[src/hw/rtl/mecs_pkg.sv]
// shared constants and types of the equal cut size search
package mecs_pkg;

  localparam int MaxBarsDef    = 1024;
  localparam int WeightBitsDef = 16;
  localparam int PeopleBits    = 16;
  localparam int BestBits      = 16;
  localparam logic [PeopleBits-1:0] PeopleReset = 16'd1;

  typedef enum logic [2:0] {
    StLoad,
    StMid,
    StRead,
    StDivStart,
    StDivWait,
    StDone
  } mecs_state_e;

endpackage

[src/hw/rtl/mecs_divider.sv]
// iterative restoring divider, one quotient bit per cycle
module mecs_divider #(
  parameter int WEIGHT_BITS = mecs_pkg::WeightBitsDef
) (
  input  logic                   clk_i,
  input  logic                   rst_ni,
  input  logic                   start_i,
  input  logic [WEIGHT_BITS-1:0] dividend_i,
  input  logic [WEIGHT_BITS-1:0] divisor_i,
  output logic                   done_o,
  output logic [WEIGHT_BITS-1:0] quotient_o
);
  import mecs_pkg::*;

  localparam int CntW = $clog2(WEIGHT_BITS);

  logic                   busy_q, busy_d;
  logic                   done_q, done_d;
  logic [CntW-1:0]        cnt_q, cnt_d;
  logic [WEIGHT_BITS-1:0] dvd_q, dvd_d;
  logic [WEIGHT_BITS-1:0] dvs_q, dvs_d;
  logic [WEIGHT_BITS-1:0] rem_q, rem_d;
  logic [WEIGHT_BITS-1:0] quo_q, quo_d;
  logic [WEIGHT_BITS:0]   rem_sh;
  logic [WEIGHT_BITS:0]   rem_sub;
  logic                   fits;

  // one trial subtraction per cycle
  always_comb begin
    rem_sh  = {rem_q, dvd_q[WEIGHT_BITS-1]};
    rem_sub = rem_sh - {1'b0, dvs_q};
    fits    = rem_sh >= {1'b0, dvs_q};
  end

  // sequencing of the steps
  always_comb begin
    busy_d = busy_q;
    done_d = 1'b0;
    cnt_d  = cnt_q;
    dvd_d  = dvd_q;
    dvs_d  = dvs_q;
    rem_d  = rem_q;
    quo_d  = quo_q;
    if (start_i) begin
      busy_d = 1'b1;
      cnt_d  = CntW'(WEIGHT_BITS - 1);
      dvd_d  = dividend_i;
      dvs_d  = divisor_i;
      rem_d  = '0;
      quo_d  = '0;
    end else if (busy_q) begin
      dvd_d = {dvd_q[WEIGHT_BITS-2:0], 1'b0};
      rem_d = fits ? rem_sub[WEIGHT_BITS-1:0] : rem_sh[WEIGHT_BITS-1:0];
      quo_d = {quo_q[WEIGHT_BITS-2:0], fits};
      cnt_d = cnt_q - 1'b1;
      if (cnt_q == '0) begin
        busy_d = 1'b0;
        done_d = 1'b1;
      end
    end
  end

  // control state
  always_ff @(posedge clk_i or negedge rst_ni) begin
    if (!rst_ni) begin
      busy_q <= 1'b0;
      done_q <= 1'b0;
      cnt_q  <= '0;
    end else begin
      busy_q <= busy_d;
      done_q <= done_d;
      cnt_q  <= cnt_d;
    end
  end

  // datapath registers
  always_ff @(posedge clk_i) begin
    dvd_q <= dvd_d;
    dvs_q <= dvs_d;
    rem_q <= rem_d;
    quo_q <= quo_d;
  end

  assign done_o     = done_q;
  assign quotient_o = quo_q;

endmodule

[config.mk]
export PLATFORM = sky130hd
export DESIGN_NAME = mecs_divider
export DESIGN_NICKNAME = d
export VERILOG_FILES = /design/src/hw/rtl/mecs_pkg.sv /design/src/hw/rtl/mecs_divider.sv
export SDC_FILE = /design/constraint.sdc
export NUM_CORES = 1
export LEC_CHECK = 0
export ABC_AREA = 1
export BUFFER_PORTS_ARGS = -buffer_cell sky130_fd_sc_hd__clkbuf_2
export CAP_MARGIN = 20
export CORE_UTILIZATION = 45
export CTS_CLUSTER_SIZE = 30
export DETAILED_ROUTE_END_ITERATION = 8
export PLACE_DENSITY_LB_ADDON = 0.15
export SLEW_MARGIN = 20
export SYNTH_ARGS = -nofsm -noshare
export SYNTH_HDL_FRONTEND = slang
export SYNTH_SLANG_ARGS = --single-unit
[constraint.sdc]
create_clock -name clk_i -period 4.3 [get_ports clk_i]
set_input_delay 0.43 -clock clk_i [delete_from_list [all_inputs] [get_ports clk_i]]
set_output_delay 0.43 -clock clk_i [all_outputs]
set_load 0.1 [all_outputs]
==> run_results.csv <==
group,metric,value,unit
run_status,status,"completed",
layout,post-route-cell-area,4363,um2
place,detailed_place.area,4145,um2
global_route,wire_length_of_the_first_global_routing_pass,13.52,mm
floorplanning,rows,33,
sta,grt_setup_unrepaired,"no",
sta,timing.max_slew.rel_slack,38.62,%
cts,postCtsSetupRepairBufs,0,
cts,postCtsHoldBufs,1,
cts,worst_setup_hold_path_clk_slew,0.08,ns
worst_setup_path,worstRegToRegCells,14,
power_and_ir_drop,total_leakage_power,2.308,nW
logic_synthesis,dominantRegCellSynth,"sky130_fd_sc_hd__edfxtp_1",
detailed_routing,vias,3144,
power_and_ir_drop,powerDensity,570.8,nW/um2
place,detailed_place_hpwl,5.801,mm
logic_synthesis,yosysMostFrequentCell,"sky130_fd_sc_hd__nand2_1",
sta,hold_slack,0.2576,ns
detailed_routing,drc_violations_left,0,
place,numPlacedInstances,650,
sta,clock_skew,0.009313,ns
cts,post_cts_resized,0,
worst_setup_path,cp_endpoint_kind,"register",
sta,fin_setup_tns,0,ns
floorplanning,ios,52,
global_route,grt.overflow.total,0,
worst_setup_path,startpoint,"dvs_q[12]",
global_route,global_route.usage.total,19.92,%
place,io_buffer_count,51,
place,gp_congestion,0.8593,
sta,fmaxAchievable,442.3,MHz
global_route,grt_start_max_net_pins,39,
cts,clock_insertion_delay_worst_skew,0.34,ns
logic_synthesis,post_synth_most_frequent_cells,"sky130_fd_sc_hd__nand2_1, sky130_fd_sc_hd__inv_1, sky130_fd_sc_hd__dfxtp_1, sky130_fd_sc_hd__edfxtp_1, sky130_fd_sc_hd__nand3_1",
floorplanning,floorplan.die.width,93.83,um
logic_synthesis,netlist_area,3795,um2
detailed_routing,initialDrtViolationCount,166,
cts,cts_made_buffers,9,
logic_synthesis,syn-mean-instance-area,7.560,um2
layout,finalNonFillerCells,667,
sta,period_minus_slack,2.261,ns
sta,timing.final.crit_share,52.58,%
detailed_routing,drt.antenna.violating_nets,0,
detailed_routing,drt_pre_antenna_iters,4,
cts,clock_sinks,70,
sta,max_slew.worst_pin.slew,0.9151,ns
logic_synthesis,synth_edf_count,32,
layout,final_core_util,53.37,%
layout,antenna_cells_inserted,0,
sta,hold_viol_final,0,
floorplanning,core_area,8175,um2
detailed_routing,detail_route.wl_per_cell,11.89,um
floorplanning,die-area,8804,um2
sta,finalSetupViolCount,0,
sta,drv_slew,0,
layout,num-fill-cells,813,
logic_synthesis,post_synth_main_area_contributors,"sky130_fd_sc_hd__edfxtp_1, sky130_fd_sc_hd__nand2_1, sky130_fd_sc_hd__dfxtp_1",
logic_synthesis,synthDominantCellAreaShare,25.32,%
worst_setup_path,setup.worst_path.start_class,"register",
cts,htree_levels,3,
layout,nNetsFinal,610,
worst_setup_path,worst-endpoint-required,4.54,ns
logic_synthesis,synth.largest_area_cell,"sky130_fd_sc_hd__edfxtp_1",
worst_setup_path,rrSetupSlack,2.04,ns
worst_hold_path,min-delay-path-class,"in2reg",
floorplanning,start_util,46.42,%
worst_setup_path,r2r-start,"dvs_q[12]",
worst_setup_path,worstPathMaxFanout,17,
place,dpl_worst_slack,1.929,ns
power_and_ir_drop,ir_drop,0.2169,mV
sta,postLayoutSetupSlackWorst,2.039,ns
worst_setup_path,timing.setup.critical_path_class,"reg2reg",
global_route,grt_antenna_before_repair,0,
logic_synthesis,synthesis.yosys.warnings,0,
worst_setup_path,worst-endpoint-arrival,2.50,ns
detailed_routing,finalWirelength,7.932,mm
detailed_routing,route.detailed.vias_per_inst,4.714,
worst_setup_path,r2r_end,"rem_q[15]",
layout,area_overhead_vs_synth,14.97,%
power_and_ir_drop,power.total,2.490,mW
layout,drive_above_1_share,15.30,%
floorplanning,die_y,93.83,um
cts,cts_tree,"built",
logic_synthesis,yosys_register_bits,70,
job,cap_violations,0,
logic_synthesis,synth_async_sr_flop_share,8.571,%
cts,clock_tree.buffer_depth,2,
cts,clk_root_buffer_cell,"sky130_fd_sc_hd__clkbuf_8",
logic_synthesis,syn_inst,502,
logic_synthesis,mappedNetlistNets,555,
global_route,grt_pass1_vias,2930,
logic_synthesis,ys_seq_area_share,46.16,%
logic_synthesis,synth_cell_type_count,35,
worst_setup_path,crit_path_end,"rem_q[15]",
worst min-delay path by stage:
stage	start	to	slack, ns	cells past startpoint
6_report	divisor_i[4]	dvs_q[4]	0.26	1
5_1_grt	divisor_i[4]	dvs_q[4]	0.24	1
4_1_cts	divisor_i[4]	dvs_q[4]	0.24	1
3_5_place_dp	rst_ni	cnt_q[3]	0.26	1
3_3_place_gp	rst_ni	cnt_q[3]	0.26	1
2_1_floorplan	rst_ni	busy_q	0.13	0
final cells by class:
class | instances | area (um2) | area share [%]
tap | 105 | 131.4 | 3.011
multi-input combinational | 337 | 1673 | 38.34
clock buffer | 11 | 173.9 | 3.986
inverter | 85 | 319.1 | 7.313
clock inverter | 5 | 33.78 | 0.7743
sequential | 70 | 1752 | 40.15
timing repair buffer | 54 | 280.3 | 6.424
routing by layer:
| layer | track usage (%) | vias to the layer above | routed length (um) |
|---|---|---|---|
| met5 | 0 | - | 0 |
| met1 | 28.35 | 1387 | 3971 |
| met3 | 4.126 | 10 | 397 |
| met2 | 30.23 | 64 | 3493 |
| li1 | - | 1683 | - |
| met4 | 6.154 | 0 | 70 |
worst max-delay path, cell delays in order, from the launching register on:
cell                       delay, ns
sky130_fd_sc_hd__edfxtp_1       0.33
sky130_fd_sc_hd__inv_1          0.04
sky130_fd_sc_hd__ha_1           0.37
sky130_fd_sc_hd__nand2_1        0.15
sky130_fd_sc_hd__inv_2          0.05
sky130_fd_sc_hd__nand2_1        0.06
sky130_fd_sc_hd__nand2_1        0.06
sky130_fd_sc_hd__nand2_1        0.06
sky130_fd_sc_hd__nand2_1        0.08
sky130_fd_sc_hd__nor2_4         0.42
sky130_fd_sc_hd__nand2_4        0.24
sky130_fd_sc_hd__nand2_1        0.16
sky130_fd_sc_hd__nand2_1        0.06
sky130_fd_sc_hd__nand2_1        0.05
sky130_fd_sc_hd__nand2_1        0.04
kinds of logic after synthesis:
family | synth area share [%]
and+or+nand+nor | 32.15
buffers and inverters | 9.759
DFF | 46.16
AOI/OAI and AO/OA | 4.418
adders and majority gates | 6.132
xor gates and xnor gates | 1.385
flip-flops by register name, summed over array words and instances, names as in the netlist:
name,cells
dvd_q,16
quotient_o,16
busy_q,1
dvs_q,16
rem_q,16
cnt_q,4
done_o,1
report_power, final:
group	internal, mW	total, mW	switching, mW	leakage, nW
clock	0.282	0.542	0.259	0.111
sequential	0.803	0.874	0.0709	0.656
combinational	0.371	1.07	0.703	1.54
total	1.46	2.49	1.03	2.31
layout by cell type, fill, tap and decap left out, types with 2 or more instances in the layout:
cell and count:
sky130_fd_sc_hd__clkbuf_16 2, sky130_fd_sc_hd__inv_6 2, sky130_fd_sc_hd__clkinv_2 2, sky130_fd_sc_hd__nand3_1 29, sky130_fd_sc_hd__buf_4 2, sky130_fd_sc_hd__clkinv_1 2
sky130_fd_sc_hd__clkbuf_8 9, sky130_fd_sc_hd__inv_1 80, sky130_fd_sc_hd__nand3b_1 8, sky130_fd_sc_hd__ha_1 17, sky130_fd_sc_hd__o22ai_1 14, sky130_fd_sc_hd__a21oi_1 7
sky130_fd_sc_hd__nand2_1 206, sky130_fd_sc_hd__o21ai_0 6, sky130_fd_sc_hd__xor2_1 6, sky130_fd_sc_hd__nor2_2 4, sky130_fd_sc_hd__dfxtp_1 32, sky130_fd_sc_hd__nand2_2 5
sky130_fd_sc_hd__nand4_1 4, sky130_fd_sc_hd__nor2_1 17, sky130_fd_sc_hd__nor3_1 3, sky130_fd_sc_hd__edfxtp_1 32, sky130_fd_sc_hd__dfrtp_1 6, sky130_fd_sc_hd__clkbuf_2 51
sky130_fd_sc_hd__inv_2 3
Power figures use the tool's default switching activity.
